`config.mk`:
```
export PLATFORM = sky130hd
export DESIGN_NAME = idl_ctrl
export DESIGN_NICKNAME = d
export VERILOG_FILES = /design/src/sv/idl_pkg.sv /design/src/sv/idl_ctrl.sv
export SDC_FILE = /design/constraint.sdc
export NUM_CORES = 1
export LEC_CHECK = 0
export BUFFER_PORTS_ARGS = -buffer_cell sky130_fd_sc_hd__clkbuf_2
export CORE_MARGIN = 5
export CORE_UTILIZATION = 25
export CTS_BUF_LIST = sky130_fd_sc_hd__clkbuf_8 sky130_fd_sc_hd__clkbuf_16
export CTS_CLUSTER_DIAMETER = 50
export DETAILED_ROUTE_END_ITERATION = 8
export PLACE_DENSITY = 0.55
export SYNTH_ARGS = -nofsm -noshare
export SYNTH_HDL_FRONTEND = slang
export SYNTH_SLANG_ARGS = --single-unit
```
`constraint.sdc`:
```
create_clock -name i_clk -period 2 [get_ports i_clk]
set_input_delay 0.1 -clock i_clk [delete_from_list [all_inputs] [get_ports i_clk]]
set_output_delay 0.1 -clock i_clk [all_outputs]
set_load 0.1 [all_outputs]
```
`src/sv/idl_pkg.sv`:
```
`default_nettype none
package idl_pkg;
    localparam logic [2:0] K_ADD_FRONT = 3'd0;
    localparam logic [2:0] K_PUSH_BACK = 3'd1;
    localparam logic [2:0] K_INSERT    = 3'd2;
    localparam logic [2:0] K_POP_FRONT = 3'd3;
    localparam logic [2:0] K_SHIFT     = 3'd4;
    localparam logic [2:0] K_REMOVE    = 3'd5;
    localparam logic [2:0] K_READ      = 3'd6;

    localparam logic [1:0] ST_OK    = 2'd0;
    localparam logic [1:0] ST_EMPTY = 2'd1;
    localparam logic [1:0] ST_RANGE = 2'd2;
    localparam logic [1:0] ST_FULL  = 2'd3;

    // shift commands for the cell chain
    localparam logic [1:0] SH_NONE  = 2'd0;
    localparam logic [1:0] SH_OPEN  = 2'd1;
    localparam logic [1:0] SH_CLOSE = 2'd2;

    typedef struct packed {
        logic       load;     // capture result word and status
        logic [1:0] shift;    // chain operation
        logic       inc;
        logic       dec;
        logic       done;     // result strobe
        logic [1:0] status;
        logic       take;     // report read word
    } t_cmd;
endpackage
`default_nettype wire

```
`src/sv/idl_ctrl.sv`:
```
`default_nettype none
module idl_ctrl #(
    parameter int CW = 7,
    parameter int CAPACITY = 64
) (
    input  wire          i_clk,
    input  wire          i_rst_n,
    input  wire          i_start,
    input  wire [2:0]    i_kind,
    input  wire [5:0]    i_index,
    input  wire [CW-1:0] i_fill,
    output logic         o_busy,
    output idl_pkg::t_cmd o_cmd
);
    localparam logic S_IDLE = 1'b0;
    localparam logic S_DONE = 1'b1;
    // compare width that holds both the index and the fill
    localparam int IW = (CW > 6) ? CW : 6;
    logic r_state;
    logic n_state;
    logic full, empty, rng;

    assign full  = i_fill >= CW'(CAPACITY);
    assign empty = i_fill == '0;
    assign rng   = IW'(i_index) >= IW'(i_fill);
    assign o_busy = 1'b0;

    // decode one word into chain commands; result leaves next cycle
    always_comb begin
        o_cmd = '0;
        n_state = S_IDLE;
        o_cmd.done = (r_state == S_DONE);
        if (i_start) begin
            o_cmd.load = 1'b1;
            n_state = S_DONE;
            o_cmd.status = idl_pkg::ST_OK;
            case (i_kind)
                idl_pkg::K_ADD_FRONT, idl_pkg::K_PUSH_BACK: begin
                    if (full) o_cmd.status = idl_pkg::ST_FULL;
                    else begin
                        o_cmd.shift = idl_pkg::SH_OPEN;
                        o_cmd.inc = 1'b1;
                    end
                end
                idl_pkg::K_INSERT: begin
                    if (full) o_cmd.status = idl_pkg::ST_FULL;
                    else if (empty) o_cmd.status = idl_pkg::ST_EMPTY;
                    else if (rng) o_cmd.status = idl_pkg::ST_RANGE;
                    else begin
                        o_cmd.shift = idl_pkg::SH_OPEN;
                        o_cmd.inc = 1'b1;
                    end
                end
                idl_pkg::K_POP_FRONT, idl_pkg::K_SHIFT: begin
                    if (empty) o_cmd.status = idl_pkg::ST_EMPTY;
                    else begin
                        o_cmd.shift = idl_pkg::SH_CLOSE;
                        o_cmd.dec = 1'b1;
                        o_cmd.take = 1'b1;
                    end
                end
                idl_pkg::K_REMOVE, idl_pkg::K_READ: begin
                    if (empty) o_cmd.status = idl_pkg::ST_EMPTY;
                    else if (rng) o_cmd.status = idl_pkg::ST_RANGE;
                    else begin
                        o_cmd.take = 1'b1;
                        if (i_kind == idl_pkg::K_REMOVE) begin
                            o_cmd.shift = idl_pkg::SH_CLOSE;
                            o_cmd.dec = 1'b1;
                        end
                    end
                end
                default: ;
            endcase
        end
    end

    always_ff @(posedge i_clk) begin
        if (!i_rst_n) r_state <= S_IDLE;
        else r_state <= n_state;
    end
endmodule
`default_nettype wire

```
==> summary.md, run 1 <==
| Metric | Value |
|---|---|
| Status | completed |
| FILL cells | 165 |
| Gpl congestion | 0.688 |
| Cts hold-fix bufs | 0 |
| Leakage | 0.315 nW |
| Peak supply drop | 0.0962 mV |
| Die ar. | 2410 um^2 |
| Total gr overflow | 0 |
| Clk slew on worst S/H paths | 0 ps |
| P&R area growth vs syn | 65.9% |
| Share of cells above drive strength 1 | 44.3% |
| First-pass DRT Iterations | 2 |
| Area leader, netlist | ha_1 |
| Port Buffers | 27 |
| Synth cell types | 24 |
| Clock share of power | 0% |
| Core ar. | 1470 um^2 |
| Total track usage | 7.15% |
| Total of max-cap violations | 0 |
| Area contributors post-synth | ha_1 20%, a21oi_1 10%, inv_1 7.9%, buf_4 5.9%, nor4_4 5.6% |
| Largest stage delay, worst path | 540 ps |
| Hold Path Stages | 2 |
| Slew Limit Fails | 0 |
| Fmax | 0.551 GHz |
| Yosys reg bits | 1 |
| Synthesized area | 382 um^2 |
| Critical Path Start | i_fill[6] |
| Synth async-reset ratio | 0% |
| Final cell utilization of the core | 43.0% |
| Startpoint Class | input port |
| Arr. time, crit path | 1720 ps |
| Final period utilization | 90.8% |
| Synth Instances | 55 |
| CP Class | input port to output pin |
| Total wire length | 911 um |
| # setup viols final | 0 |
| YS warnings | 0 |
| Ant diodes | 0 |
| Worst hold endpoint | r_state |
| RSZ-0062 raised after global routing | false |
| Top post-synthesis cells by count | 8 x a21oi_1, 8 x inv_1, 6 x ha_1, 4 x nand2_1 |
| Critical Path Fanout Max | 6 |
| Avg WL per Cell | 9.59 um |
| Sequential-to-total area share from yosys stat | 5.25% |
| Post-synth net total | 80 |
| DIE HEIGHT | 49.1 um |
| Hold path start | i_rst_n |
| Post-CTS Setup Inserts | 0 |
| Vias per inst | 4.67 |
| Data required, critical path | 1900 ps |
| Via count | 444 |
| Final Critical Period | 1820 ps |
| DIE WIDTH | 49.1 um |
| First-pass GRT wire length | 1520 um |
| Post-DRT Antenna Nets | 0 |
| Initial DRC count | 1 |
| Logic pwr share | 89.8% |
| Synthesized area per cell | 6.94 um^2 |
| Max FFs per register | 1 |
| CP Capture Type | output pin |
| Worst-margin pin slew | 540 ps |
| Largest Register | r_state |
| Flop pwr share | 10.2% |
| Multi-input gate area | 323 um^2 |
| Hold Vio Cnt, Final | 0 |
| Initial Utilization | 25.9% |
| Largest regs | r_state: 1 flops |
| # rows | 14 |
| FF/Latch Area | 20.0 um^2 |
| Non-Filler Instances | 95 |
| Vias in the first global route | 402 |
| Internal Dissipation | 0.0856 mW |
| Post-synth EDFFs | 0 |
| Relative slew slack | 64.2% |
| PD cells | 336 nW/um^2 |
| Cells after DPL | 95 |
| Initial antenna violation count | 0 |
| Largest net degree at the start of global routing | 8 |
| Switching part of the total | 59.8% |
| Switching pwr | 0.127 mW |
| Overall Power | 0.213 mW |
| Nets | 106 |
| Worst hold path class | input port to flop |
| Slowest CP cell | or4_4 |
| Sum Neg Setup Slack | 0 ps |
| Drc violations | 0 |
| Yosys top cell area share | 19.7% |
| Main flop type after synthesis | dfxtp_1 |
| Crit-path cells | clkbuf_2 > or4_4 > nor4_4 > o21ai_1 > a221oi_2 > buf_12 |
| PostCTS Resize Cnt | 0 |
| I/O Pins | 29 |
## cell type report
class                      instances  area share [%]
sequential                         1            3.16
multi-input combinational         43            51.0
tap                               16            3.16
inverter                           8            4.74
timing repair buffer              27            37.9
## cells in the final DEF, fill, tap and decap left out
cell type	synthesis	routed
a221oi_2	1	1
nand2_2	1	1
nor2b_1	3	3
a21oi_2	0	2
o32ai_1	1	1
nor4_4	1	1
inv_1	8	8
nand3_1	1	1
mux2i_1	1	1
ha_1	6	6
o21ai_1	2	2
clkbuf_2	0	20
a21oi_1	8	6
a31oi_2	0	1
nor2_1	2	2
o21ai_0	3	3
nand2b_1	2	2
conb_1	1	1
and2_1	1	1
or4_4	1	1
dfxtp_1	1	1
buf_12	0	7
and3_1	1	1
nand2_1	4	4
and4_1	1	1
or2_2	1	1
## per-layer routing
metal	routed length [um]	GRT usage (%)
met4	0	0
met3	107	1.53
met1	368	8.35
met5	0	0
met2	435	13.7
## power by group through the flow
| stage | clock [mW] | sequential (mW) | combinational, mW |
|---|---|---|---|
| 2_1_floorplan | 0 | 0.0216 | 0.127 |
| 3_3_place_gp | 0 | 0.0217 | 0.192 |
| 3_5_place_dp | 0 | 0.0217 | 0.193 |
| 4_1_cts | 0 | 0.0217 | 0.194 |
| 5_1_grt | 0 | 0.0217 | 0.207 |
| 6_report | 0 | 0.0217 | 0.191 |
## worst max-delay path: cells and delay by family
| family | cells | cell delay (ps) |
|---|---|---|
| simple gates | 2 | 820 |
| buf+inv | 2 | 330 |
| compound gates | 2 | 460 |
## cells by family after synthesis
family / synth area share (%)
compound gates: 24.9
mux: 2.62
fa+ha+maj: 19.7
flops: 5.25
simple gates: 32.8
buf+inv: 13.8
other cells: 0.983
## worst max path at each step
stage / to / slack, ps
detailed placement: o_cmd[1] / 170
floorplan: o_cmd[4] / -540
CTS: o_cmd[1] / 170
finish: o_cmd[1] / 180
global placement: o_cmd[1] / 220
global route: o_cmd[7] / 40
## through the flow
stage / worst slack [ps] / area [um^2] / hold slack (ps)
4_1_cts: 167 / 633 / 315
6_report: 184 / 633 / 312
2_1_floorplan: -541 / 395 / 222
3_3_place_gp: 216 / 633 / 308
3_5_place_dp: 168 / 633 / 312
5_1_grt: 39.8 / 633 / 323
(Power assumes the default switching activity.)
==> run 2, diff against run 1 <==
--- a/config.mk
+++ b/config.mk
@@ -5,13 +5,14 @@
 export SDC_FILE = /design/constraint.sdc
 export NUM_CORES = 1
 export LEC_CHECK = 0
+export ABC_AREA = 1
 export BUFFER_PORTS_ARGS = -buffer_cell sky130_fd_sc_hd__clkbuf_2
 export CORE_MARGIN = 5
 export CORE_UTILIZATION = 25
 export CTS_BUF_LIST = sky130_fd_sc_hd__clkbuf_8 sky130_fd_sc_hd__clkbuf_16
 export CTS_CLUSTER_DIAMETER = 50
 export DETAILED_ROUTE_END_ITERATION = 8
-export PLACE_DENSITY = 0.55
+export PLACE_DENSITY = 0.52
 export SYNTH_ARGS = -nofsm -noshare
 export SYNTH_HDL_FRONTEND = slang
 export SYNTH_SLANG_ARGS = --single-unit
==> summary.md, run 2 <==
| Metric | Value |
|---|---|
| Status | completed (unchanged) |
| Internal Dissipation | 0.0866 mW (was 0.0856 mW) |
| Placed Area | 681 um^2 (was 633 um^2) |
| CP Capture Type | output pin (unchanged) |
| Multi-input gate area | 337 um^2 (was 323 um^2) |
| Hold Path Stages | 3 (was 2) |
| Cts hold-fix bufs | 0 (unchanged) |
| Clock share of power | 0% (about the same) |
| Leakage | 0.404 nW (was 0.315 nW) |
| Logic pwr share | 90.7% (was 89.8%) |
| DIE HEIGHT | 52.4 um (was 49.1 um) |
| P&R area growth vs syn | 51.1% (was 65.9%) |
| Non-Filler Instances | 131 (was 95) |
| Cell repeated most along the worst path | nand2_1 |
| # rows | 15 (was 14) |
| Max FFs per register | 1 (unchanged) |
| Vias in the first global route | 414 (was 402) |
| Post-DRT Antenna Nets | 0 (unchanged) |
| Hold_ws | 285 ps (was 312 ps) |
| Synth async-reset ratio | 0% (unchanged) |
| DPL Wire Length | 929 um |
| Nets | 133 (was 106) |
| Area contributors post-synth | ha_1 17%, nand2_1 15%, inv_1 13%, nor2_1 9.2%, buf_4 5.0% (was ha_1 20%, a21oi_1 10%, inv_1 7.9%, buf_4 5.9%, nor4_4 5.6%) |
| Gpl congestion | 0.684 (was 0.688) |
| Peak supply drop | 0.0946 mV (was 0.0962 mV) |
| Cells after DPL | 131 (was 95) |
| Final Critical Period | 1520 ps (was 1820 ps) |
| Post-CTS Setup Inserts | 0 (unchanged) |
| Synthesized area | 450 um^2 (was 382 um^2) |
| Largest net degree at the start of global routing | 8 (unchanged) |
| Final cell utilization of the core | 39.4% (was 43.0%) |
| Flop pwr share | 9.3% (was 10.2%) |
| Final period utilization | 76.1% (was 90.8%) |
| Arr. time, crit path | 1420 ps (was 1720 ps) |
| Total wire length | 956 um (was 911 um) |
| First-pass DRT Iterations | 4 (was 2) |
| Slew Limit Fails | 0 (unchanged) |
| Largest regs | r_state: 1 flops (unchanged) |
| Crit-path cells | clkbuf_2 > clkinv_1 > ha_1 > nand2_1 > nand2_1 > a21oi_4 > nand4_1 > a21oi_1 > buf_12 (was clkbuf_2 > or4_4 > nor4_4 > o21ai_1 > a221oi_2 > buf_12) |
| RSZ-0062 raised after global routing | false (unchanged) |
| Startpoint Class | input port (unchanged) |
| Most frequent cells in the layout | 21 x clkbuf_2, 18 x nand2_1, 16 x inv_1 (was 20 x clkbuf_2, 8 x inv_1, 7 x buf_12) |
| Hold Vio Cnt, Final | 0 (unchanged) |
| Area leader, netlist | ha_1 (unchanged) |
| Top post-synthesis cells by count | 18 x nand2_1, 16 x inv_1, 11 x nor2_1, 6 x ha_1, 4 x a21oi_1 (was 8 x a21oi_1, 8 x inv_1, 6 x ha_1, 4 x nand2_1) |
| Switching part of the total | 62.7% (was 59.8%) |
| Synth cell types | 22 (was 24) |
| Commonest non-fill, non-tap cell in the layout | clkbuf_2 (unchanged) |
| Fin area | 681 um^2 (was 633 um^2) |
| Total gr overflow | 0 (unchanged) |
| Yosys reg bits | 1 (unchanged) |
| Post-synth net total | 107 (was 80) |
| Initial antenna violation count | 0 (unchanged) |
| Slowest CP cell | ha_1 (was or4_4) |
| Initial DRC count | 7 (was 1) |
| I/O Pins | 29 (unchanged) |
| FF/Latch Area | 20.0 um^2 (unchanged) |
| Share of cells above drive strength 1 | 37.7% (was 44.3%) |
| Data required, critical path | 1900 ps (about the same) |
| PD cells | 341 nW/um^2 (was 336 nW/um^2) |
| # setup viols final | 0 (unchanged) |
| Post-synth EDFFs | 0 (unchanged) |
| Critical Path Fanout Max | 4 (was 6) |
| Clk slew on worst S/H paths | 0 ps (about the same) |
| FILL cells | 209 (was 165) |
| Main flop type after synthesis | dfxtp_1 (unchanged) |
| Synth Instances | 82 (was 55) |
| CP Class | input port to output pin (unchanged) |
| Total track usage | 6.63% (was 7.15%) |
| Sequential-to-total area share from yosys stat | 4.44% (was 5.25%) |
| PostCTS Resize Cnt | 0 (unchanged) |
| Largest Register | r_state (unchanged) |
| Drc violations | 0 (unchanged) |
| Switching pwr | 0.145 mW (was 0.127 mW) |
| Avg WL per Cell | 7.30 um (was 9.59 um) |
| Total of max-cap violations | 0 (unchanged) |
| Die ar. | 2750 um^2 (was 2410 um^2) |
| Vias per inst | 3.99 (was 4.67) |
| Initial Utilization | 26.1% (was 25.9%) |
| Core ar. | 1730 um^2 (was 1470 um^2) |
| Largest stage delay, worst path | 290 ps (was 540 ps) |
| Fmax | 0.657 GHz (was 0.551 GHz) |
| Port Buffers | 27 (unchanged) |
| Worst-margin pin slew | 543 ps (was 540 ps) |
| Count leader, synth | nand2_1 |
| DIE WIDTH | 52.4 um (was 49.1 um) |
| Ant diodes | 0 (unchanged) |
| Yosys top cell area share | 16.7% (was 19.7%) |
| Sum Neg Setup Slack | 0 ps (unchanged) |
| First-pass GRT wire length | 1510 um (was 1520 um) |
| Worst hold path class | input port to flop (unchanged) |
| YS warnings | 0 (unchanged) |
| Relative slew slack | 63.9% (was 64.2%) |
| Synthesized area per cell | 5.49 um^2 (was 6.94 um^2) |
| Via count | 523 (was 444) |
run 2: worst max-delay path: cells and delay by family:
| kind | cells | cell delay [ps] |
|---|---|---|
| AO/OA/AOI/OAI | 2 | 410 |
| AND/OR/NAND/NOR | 3 | 260 |
| buffers and inverters | 3 | 360 |
| adder cells (fa/ha/maj) | 1 | 290 |
run 2: layout make-up:
cell class                      count  share of cell area (%)
Sequential cell                     1                    2.94
Timing Repair Buffer               27                    31.2
Inverter                           20                    11.8
Tap cell                           25                    4.60
Multi-Input combinational cell     58                    49.4
run 2: cells by family after synthesis:
family | Yosys count | synth area share [%]
simple gates | 41 | 40.3
buf+inv | 23 | 22.8
compound gates | 10 | 15.0
fa+ha+maj | 6 | 16.7
flops | 1 | 4.44
other cells | 1 | 0.833
run 2: worst paths after layout:
check | start | endpoint | slack [ps]
min | i_rst_n | r_state | 290
max | i_fill[4] | o_cmd[7] | 480
run 2: per-stage QoR:
step,power (mW),setup WS (ps)
finish,0.232,477
global route,0.249,330
CTS,0.234,455
detailed placement,0.234,457
global placement,0.233,490
floorplan,0.176,-403
run 2: per-layer routing:
layer  GRT usage, %  vias up  share of wire (%)
met3          0.570        0                7.4
li1               -      296                  -
met5              0        -                  0
met1           9.12      215                 44
met2           11.8       12                 48
met4              0        0                  0
run 2: power groups by stage:
| stage | Combinational [mW] | Clock (mW) | Sequential, mW |
|---|---|---|---|
| floorplan | 0.154 | 0 | 0.0216 |
| global placement | 0.212 | 0 | 0.0216 |
| detailed placement | 0.212 | 0 | 0.0217 |
| CTS | 0.213 | 0 | 0.0217 |
| global route | 0.227 | 0 | 0.0217 |
| finish | 0.210 | 0 | 0.0216 |
